[config.mk]
export PLATFORM = sky130hd
export DESIGN_NAME = mrc_back
export DESIGN_NICKNAME = d
export VERILOG_FILES = /design/src/rtl/core/mrc_pkg.sv /design/src/rtl/core/mrc_back.sv
export SDC_FILE = /design/constraint.sdc
export NUM_CORES = 1
export LEC_CHECK = 0
export BUFFER_PORTS_ARGS = -buffer_cell sky130_fd_sc_hd__buf_2
export CAP_MARGIN = 20
export CORE_MARGIN = 2
export CORE_UTILIZATION = 45
export CTS_BUF_LIST = sky130_fd_sc_hd__clkbuf_8
export DETAILED_ROUTE_END_ITERATION = 8
export PLACE_DENSITY = 0.7
export SKIP_CTS_REPAIR_TIMING = 1
export SYNTH_ARGS = -nofsm -noshare
export SYNTH_HDL_FRONTEND = slang
export SYNTH_SLANG_ARGS = --single-unit
[constraint.sdc]
create_clock -name clk -period 6.1 [get_ports clk]
set_clock_uncertainty 0.2 [all_clocks]
set_input_delay 1.525 -clock clk [delete_from_list [all_inputs] [get_ports clk]]
set_output_delay 1.525 -clock clk [all_outputs]
set_load 0.05 [all_outputs]
[src/rtl/core/mrc_pkg.sv]
// Shared types, constants and the CRC-16 byte update for the Modbus RTU response checker.
// No dependencies; every other file of the block imports this package.
package mrc_pkg;

	localparam int MAX_READ_REGISTERS_DEF = 9;
	localparam int QUEUE_DEPTH = 2;

	localparam logic [7:0] EXC_FLAG = 8'h80;
	localparam logic [7:0] FN_READ  = 8'h03;
	localparam logic [7:0] FN_WRITE = 8'h10;
	localparam logic [7:0] FN_INIT  = 8'h39;

	localparam logic [15:0] CRC_INIT = 16'hFFFF;
	localparam logic [15:0] CRC_POLY = 16'hA001;

	// init echo body is 01 02 03 04
	localparam logic [7:0] INIT_ECHO_0 = 8'h01;
	localparam logic [7:0] INIT_ECHO_1 = 8'h02;
	localparam logic [7:0] INIT_ECHO_2 = 8'h03;
	localparam logic [7:0] INIT_ECHO_3 = 8'h04;

	// frame lengths in bytes
	localparam int LEN_EXC      = 5;
	localparam int LEN_ECHO     = 8;
	localparam int LEN_READ_OVH = 5;

	localparam logic [7:0]  UNIT_RST  = 8'h00;
	localparam logic [7:0]  FUNC_RST  = 8'h03;
	localparam logic [15:0] ADDR_RST  = 16'h0000;
	localparam logic [3:0]  COUNT_RST = 4'd1;

	typedef enum logic [1:0] {
		CFG_UNIT  = 2'd0,
		CFG_FUNC  = 2'd1,
		CFG_ADDR  = 2'd2,
		CFG_COUNT = 2'd3
	} cfg_idx_t;

	typedef enum logic [3:0] {
		ST_BUSY   = 4'd0,
		ST_OK     = 4'd1,
		ST_UNIT   = 4'd2,
		ST_FUNC   = 4'd3,
		ST_BCOUNT = 4'd4,
		ST_CRC    = 4'd5,
		ST_EXC    = 4'd6,
		ST_CONTENT= 4'd7,
		ST_STRAY  = 4'd8
	} status_t;

	typedef struct packed {
		logic [7:0]  unit;
		logic [7:0]  func;
		logic [15:0] addr;
		logic [3:0]  count;
	} cfg_t;

	// one classified byte as it travels from front to back
	typedef struct packed {
		logic [7:0] rx_byte;
		logic       first_byte;
		logic       unit_ok;
		logic       fn_exc;
		logic       fn_read;
		logic       fn_write;
		logic       fn_init;
		logic       bc_too_big;
		logic       bc_fault;
		logic [3:0] write_bad;  // write echo body mismatch at positions 2..5
		logic [3:0] init_bad;   // init echo body mismatch at positions 2..5
	} item_t;

	function automatic logic [15:0] crc16_feed(input logic [15:0] crc, input logic [7:0] b);
		logic [15:0] c;
		int i;
		c = crc ^ {8'h00, b};
		for (i = 0; i < 8; i++) begin
			c = c[0] ? ((c >> 1) ^ CRC_POLY) : (c >> 1);
		end
		return c;
	endfunction

endpackage

[src/rtl/core/mrc_back.sv]
// Back end: frame parser state, CRC accumulation and the registered result beat.
// Depends on mrc_pkg.
module mrc_back #(
	parameter int MAX_READ_REGISTERS = mrc_pkg::MAX_READ_REGISTERS_DEF
) (
	input  logic           clk,
	input  logic           arst_n,
	input  mrc_pkg::cfg_t  cfg,
	input  logic           head_valid,
	input  mrc_pkg::item_t head_item,
	output logic           pop,
	output logic           out_valid,
	input  logic           out_stall,
	output logic [3:0]     status,
	output logic           frame_done,
	output logic [7:0]     data_byte,
	output logic           data_valid,
	output logic [7:0]     exception_code
);
	import mrc_pkg::*;

	localparam int LEN_W = $clog2(2 * MAX_READ_REGISTERS + 7);
	localparam int CMP_W = (LEN_W > 5) ? LEN_W : 5;

	typedef enum logic [2:0] {
		PH_IDLE = 3'b001,
		PH_FUNC = 3'b010,
		PH_BODY = 3'b100
	} phase_t;

	typedef enum logic [1:0] {
		K_READ  = 2'd0,
		K_WRITE = 2'd1,
		K_INIT  = 2'd2,
		K_EXC   = 2'd3
	} kind_t;

	phase_t           phase_q, n_phase;
	kind_t            kind_q, n_kind;
	logic [15:0]      crc_q, n_crc;
	logic [LEN_W-1:0] pos_q, n_pos;
	logic [LEN_W-1:0] len_q, n_len;
	logic             cerr_q, n_cerr;
	logic             isexc_q, n_isexc;
	logic             cnterr_q, n_cnterr;
	logic [7:0]       code_q, n_code;
	logic [7:0]       low_q, n_low;

	status_t          r_status;
	logic             r_done;
	logic [7:0]       r_dbyte;
	logic             r_dvalid;
	logic [7:0]       r_exc;

	logic             out_valid_q;
	status_t          status_q;
	logic             done_q;
	logic [7:0]       dbyte_q;
	logic             dvalid_q;
	logic [7:0]       exc_q;

	logic             can_load;
	logic [7:0]       b;
	logic [LEN_W:0]   p_plus2;
	logic [LEN_W-1:0] p_minus2;
	logic [LEN_W-1:0] p_minus3;
	logic [15:0]      rx_crc;

	assign can_load = !out_valid_q || !out_stall;
	assign pop      = head_valid && can_load;

	assign b        = head_item.rx_byte;
	assign p_plus2  = {1'b0, pos_q} + (LEN_W+1)'(2);
	assign p_minus2 = pos_q - LEN_W'(2);
	assign p_minus3 = pos_q - LEN_W'(3);
	assign rx_crc   = {b, low_q};

	always_comb begin
		n_phase  = phase_q;
		n_kind   = kind_q;
		n_crc    = crc_q;
		n_pos    = pos_q;
		n_len    = len_q;
		n_cerr   = cerr_q;
		n_isexc  = isexc_q;
		n_cnterr = cnterr_q;
		n_code   = code_q;
		n_low    = low_q;
		r_status = ST_BUSY;
		r_done   = 1'b0;
		r_dbyte  = 8'h00;
		r_dvalid = 1'b0;
		r_exc    = 8'h00;

		if (head_item.first_byte) begin
			n_crc    = crc16_feed(CRC_INIT, b);
			n_pos    = '0;
			n_len    = '0;
			n_cerr   = 1'b0;
			n_isexc  = 1'b0;
			n_cnterr = 1'b0;
			n_code   = 8'h00;
			n_low    = 8'h00;
			n_kind   = K_READ;
			if (!head_item.unit_ok) begin
				r_status = ST_UNIT;
				r_done   = 1'b1;
				n_phase  = PH_IDLE;
			end else begin
				n_phase = PH_FUNC;
				n_pos   = LEN_W'(1);
			end
		end else begin
			unique case (phase_q)
				PH_FUNC: begin
					n_crc = crc16_feed(crc_q, b);
					if (head_item.fn_exc) begin
						n_kind  = K_EXC;
						n_isexc = 1'b1;
						n_len   = LEN_W'(LEN_EXC);
					end else if (head_item.fn_read) begin
						n_kind = K_READ;
						n_len  = '0;
					end else if (head_item.fn_write) begin
						n_kind = K_WRITE;
						n_len  = LEN_W'(LEN_ECHO);
					end else if (head_item.fn_init) begin
						n_kind = K_INIT;
						n_len  = LEN_W'(LEN_ECHO);
					end else begin
						r_status = ST_FUNC;
						r_done   = 1'b1;
						n_phase  = PH_IDLE;
					end
					if (!r_done) begin
						n_phase = PH_BODY;
						n_pos   = LEN_W'(2);
					end
				end
				PH_BODY: begin
					if (kind_q == K_READ && pos_q == LEN_W'(2)) begin
						// byte count of a read reply
						n_crc = crc16_feed(crc_q, b);
						if (head_item.bc_too_big) begin
							r_status = ST_BCOUNT;
							r_done   = 1'b1;
							n_phase  = PH_IDLE;
						end else begin
							if (head_item.bc_fault) begin
								n_cnterr = 1'b1;
							end
							n_len = LEN_W'(9'(LEN_READ_OVH) + {1'b0, b});
						end
					end else if (p_plus2 < {1'b0, len_q}) begin
						n_crc = crc16_feed(crc_q, b);
						case (kind_q)
							K_READ: begin
								if (CMP_W'(p_minus3) < CMP_W'({cfg.count, 1'b0})) begin
									r_dbyte  = b;
									r_dvalid = 1'b1;
								end
							end
							K_EXC: begin
								n_code = b;
							end
							default: begin
								if (kind_q == K_WRITE) begin
									if (head_item.write_bad[p_minus2[1:0]]) begin
										n_cerr = 1'b1;
									end
								end else if (head_item.init_bad[p_minus2[1:0]]) begin
									n_cerr = 1'b1;
								end
							end
						endcase
					end else if (p_plus2 == {1'b0, len_q}) begin
						n_low = b;
					end else begin
						r_done  = 1'b1;
						n_phase = PH_IDLE;
						if (rx_crc != crc_q) begin
							r_status = ST_CRC;
						end else if (isexc_q) begin
							r_status = ST_EXC;
							r_exc    = code_q;
						end else if (cnterr_q) begin
							r_status = ST_BCOUNT;
						end else if (cerr_q) begin
							r_status = ST_CONTENT;
						end else begin
							r_status = ST_OK;
						end
					end
					if (!r_done) begin
						n_pos = pos_q + LEN_W'(1);
					end
				end
				default: begin
					r_status = ST_STRAY;
				end
			endcase
		end
	end

	always_ff @(posedge clk or negedge arst_n) begin
		if (!arst_n) begin
			phase_q  <= PH_IDLE;
			kind_q   <= K_READ;
			crc_q    <= CRC_INIT;
			pos_q    <= '0;
			len_q    <= '0;
			cerr_q   <= 1'b0;
			isexc_q  <= 1'b0;
			cnterr_q <= 1'b0;
			code_q   <= 8'h00;
			low_q    <= 8'h00;
		end else if (pop) begin
			phase_q  <= n_phase;
			kind_q   <= n_kind;
			crc_q    <= n_crc;
			pos_q    <= n_pos;
			len_q    <= n_len;
			cerr_q   <= n_cerr;
			isexc_q  <= n_isexc;
			cnterr_q <= n_cnterr;
			code_q   <= n_code;
			low_q    <= n_low;
		end
	end

	always_ff @(posedge clk or negedge arst_n) begin
		if (!arst_n) begin
			out_valid_q <= 1'b0;
		end else if (can_load) begin
			out_valid_q <= head_valid;
		end
	end

	always_ff @(posedge clk) begin
		if (pop) begin
			status_q <= r_status;
			done_q   <= r_done;
			dbyte_q  <= r_dbyte;
			dvalid_q <= r_dvalid;
			exc_q    <= r_exc;
		end
	end

	assign out_valid      = out_valid_q;
	assign status         = status_q;
	assign frame_done     = done_q;
	assign data_byte      = dbyte_q;
	assign data_valid     = dvalid_q;
	assign exception_code = exc_q;

endmodule

### Word level (Yosys, flattened, before mapping)

Cells that the tools add are included.

* output and inout bits: 24
* logic and storage cells: 215
* input bits: 64
* bits in registers: 73

* add/subtract/negate cells: 5
* reduce and logical (&&, ||, !) cells: 31
* bitwise logic cells: 23
* order comparisons: 3
* equal/unequal tests: 25
* multiplexer cells: 112

Operator list (number)
* two-way mux 16 bit: 19
* two-way mux 8 bit: 10
* two-way mux 3 bit: 17
* two-way mux 5 bit: 10
* inverter 2 -> 3 bit: 16
* two-way mux 1 bit: 34
* inequality test 4 bit, second input constant: 8
* one-hot mux 16 bit (2 select lines): 1
* two-way mux 2 bit: 12
* one-hot mux 5 bit (2 select lines): 2
* AND reduction 5 bit: 4
* inequality test 16 bit: 1
* inverter 8 -> 16 bit: 1
* nonzero test 2 bit: 8
* bitwise XOR 16 x 8 -> 16 bit: 1
* inequality test 3 bit, second input constant: 4
* AND reduction 3 bit: 3
* AND reduction 9 bit: 1
* two-way mux 4 bit: 2
* one-hot mux 4 bit (2 select lines): 1
* AND reduction 7 bit: 1
* OR reduction 7 bit: 1
* adder 5 x 2 -> 6 bit, second input constant: 1
* == test 6 x 5 -> 1 bit: 1
* 30 further kinds: 40

### Logic depth before layout (Yosys ltp)

* word-level depth: 21
* mapped depth: 12
* gate-level depth less buffers: 10

### Worst setup path after synthesis

No wires, ideal clock.

* kind: input-to-output
* from: in head_valid
* to: out pop
* cell stages on the path: 2
* path slack: 1373 ps
* data arrival time: 3002 ps
* data required time: 4375 ps
* buffers on the path: 1
* cell sequence: a21boi_1 -> clkbuf_1

* cells in the longest elaborated chain, start to end: 1

RTL lines
* start, declared: RTL line mrc_back.sv:9 `input logic head_valid,`
* logical AND 1 bit: RTL line mrc_back.sv:70 `assign pop = head_valid && can_load;`
* end, declared: RTL line mrc_back.sv:11 `output logic pop,`

Every way passes these cells.

### Worst setup path after layout

Same ends and word-level chain as after synthesis.

==> results.md <==
* Status: finished clean
* Fin crit period at 3.897 ns
* Net Count, Synth at 484
* Synth area leaders: dfrtp_1 (20%), edfxtp_1 (16%), dfstp_2 (11%)
* Hold Vio Cnt, Final at 0
* Area grow syn2layout at 12.80%
* Synth top area share at 0.2019
* Post-synthesis mux area share at 0.03860
* Final period util at 0.6388
* Netlist Area Pre-Place at 4214 sq um
* Crit path buf inv count at 2
* # rows at 35
* Syn avg cell area at 10.51 sq um
* Max clock buf depth at 2
* Vias at 3058
* Distinct cell type count after synthesis at 48
* Post-route DRC at 0
* Tot Pwr at 1.971 mW
* CP Capture Type: output port
* Synth Area in Compound Gates at 0.1211
* Clock slew at reported path FFs at 0.09 ns
* Total Die Area at 10150 sq um
* Post-Synth XOR/XNOR Area at 0.1342
* Nets@finish at 534
* H-tree depth at 3
* I/O pin count at 88
* Largest net degree at the start of global routing at 52
* Pwr dens at 414.7 nW/um^2
* Lkg Pwr at 2.076 nW
* RD Place Congestion at 0.8332
* Crit path arrival time at 2.17 ns
* Max_slew headroom at 0.3858
* EDFF count, synth at 22
* Vias in the first global route at 3086
* Crit path max-delay family: buffers and inverters
* DR pass1 iterations at 4
* I/O Buffers at 55
* Final Max Tran Viols at 0
* HPWL after DPL at 6534 um
* Adder-Cell Fraction of Synth Area at 0.05641
* Antenna Violating Nets Remaining at 0
* CP Max Fanout at 2
* Crit-path cells: buf_2, a21boi_4, buf_2
* Clock Sinks at 73
* Die Wd at 100.8 um
* Chip height at 100.8 um
* Worst hold path type: register to register
* RSZ-0062 raised after global routing: false
* CTS tree: yes
* Yosys warns at 0
* TNS Setup at 0 ns
* Antenna violations before repair at 0
* CTS Root Cell: clkbuf_8
* Simple-Gate Fraction of Synth Area at 0.1440
* CORE AREA at 9153 sq um
* Crit-path max cell delay at 0.31 ns
* Most used cell, CP: buf_2
* Largest family of logic cells by synthesized area: simple AND/OR/NAND/NOR gates
* Yosys reg bits at 73
* CTS Buf Count at 9
* Worst-Margin Slew at 0.9211 ns
* Gr ovfl total at 0
* Setup violations, final at 0
* Max-cap violations at 0
* Maximum VDD drop at 0.1455 mV
* Share of cells above drive strength 1 at 0.2215
* Fmax at 0.2566 GHz
* Worst EP required at 4.38 ns
* Ant diodes at 0
* CP Class: primary input to output port
* Drt first-iter violations at 213
* Crit-path slowest cell: buf_2
* Seq/Total Area, Yosys at 0.4647
* Initial Util at 0.4604
* Final wirelength at 9044 um
* Async SR Flop Fraction at 0.6986
* Yosys top cell by area: dfrtp_1
* Cells after Synth at 401
* DR WL/cell at 15.95 um
* Overall track demand over capacity in global routing at 0.1912
* Ys flop type: dfrtp_1
* Vias per cell at 5.393
* Worst-Skew Late Latency at 0.35 ns
* Crit start category: primary input
* Global-route wire length before repair at 15110 um
==> worst paths after layout <==
kind	startpoint	cells after the start	to	slack, ns
max in group asynchronous	arst_n	2	code_q[0]	4.18
worst max-delay path	head_valid	3	pop	2.20
worst min-delay path	crc_q[11]	2	crc_q[11]	0.28
worst min register to register	crc_q[11]	2	crc_q[11]	0.28
min in group asynchronous	arst_n	2	out_valid	1.07
worst max register to register	pos_q[1]	9	data_byte[3]	2.66
==> final cells by class <==
| class | count | area, sq um |
|---|---|---|
| Clock buffer | 9 | 123.9 |
| Timing Repair Buffer | 59 | 305.3 |
| Multi-Input combinational cell | 290 | 2098 |
| Clock inverter | 7 | 61.31 |
| Tap cell | 111 | 138.9 |
| Sequential cell | 73 | 1958 |
| Fill cell | 797 | 4399 |
| Inverter | 18 | 67.56 |
==> registers in the layout, indices dropped and copies added (netlist names) <==
name and flops:
crc_q 16, code_q 8, data_byte 8, exception_code 8, low_q 8, len_q 5, pos_q 5, status 4
phase_q 3, kind_q 2, cerr_q 1, cnterr_q 1, data_valid 1, frame_done 1, isexc_q 1, out_valid 1
==> logic make-up after synthesis <==
kind of cell	Yosys count
mux	13
compound gates	79
flops	73
fa+ha+maj	19
xor+xnor	57
buf+inv	38
simple gates	122
==> power breakdown <==
| part | internal [mW] | switching (mW) | total (mW) |
|---|---|---|---|
| sequential | 0.642 | 0.115 | 0.757 |
| clock | 0.155 | 0.203 | 0.358 |
| combinational | 0.421 | 0.435 | 0.856 |
| total | 1.22 | 0.753 | 1.97 |
==> routing by layer <==
metal	up-vias	wire length, um	GRT usage
met2	66	4276	0.3138
li1	1492	-	-
met4	0	91	0.05269
met3	9	388	0.03606
met5	-	0	0
met1	1491	4287	0.2601
==> metrics by stage <==
step	cell area [sq um]	worst slack (ns)	utilization	hold slack [ns]	std cells
4_1_cts	4753	2.192	0.5193	0.2836	567
3_3_place_gp	4568	2.180	0.4991	0.2649	551
6_report	4753	2.203	0.5193	0.2823	567
2_1_floorplan	4214	1.373	-	0.2485	401
5_1_grt	4753	2.176	0.5193	0.2948	567
3_5_place_dp	4568	2.143	0.4991	0.2703	551
==> worst reg2reg max path, cell delays in order (launching register included) <==
cell and delay [ns]:
dfrtp_1 0.50, ha_1 0.29, xor2_1 0.15, ha_1 0.31, a21o_1 0.18, a211o_1 0.32, nor3_1 0.32, nand2_1 0.14
nor4b_2 0.65, and2_1 0.24
==> cell usage after synthesis, types with 2 or more instances <==
master,instances
nor3_1,10
nand2_1,35
and3_1,4
nand3_1,6
mux4_2,2
dfrtp_1,34
a21o_1,3
nand4_1,5
mux2_1,6
mux2i_1,5
xnor3_2,2
ha_1,19
xnor2_1,39
inv_1,17
xor2_1,13
nor2_1,26
o21ai_0,7
clkbuf_1,12
and2_1,18
edfxtp_1,22
a21oi_1,15
a21boi_1,3
buf_6,3
o21a_1,2
dfstp_2,17
nor4_1,4
o21ai_1,22
o31ai_1,5
nand2b_1,4
a22o_1,16
nor2b_1,4
buf_2,3
nor3b_1,3
==> cell usage in the layout (no fill, tap or decap), types with 7 or more instances in the layout <==
master,count
dfrtp_1,34
o21ai_0,7
buf_2,55
clkbuf_8,9
nor2_1,26
a21oi_1,15
edfxtp_1,22
a22o_1,16
and2_1,18
inv_1,17
nand2_1,35
xor2_1,13
o21ai_1,21
dfstp_2,17
xnor2_1,39
nor3_1,10
ha_1,19
No activity file was read; power rests on OpenSTA's default activity.
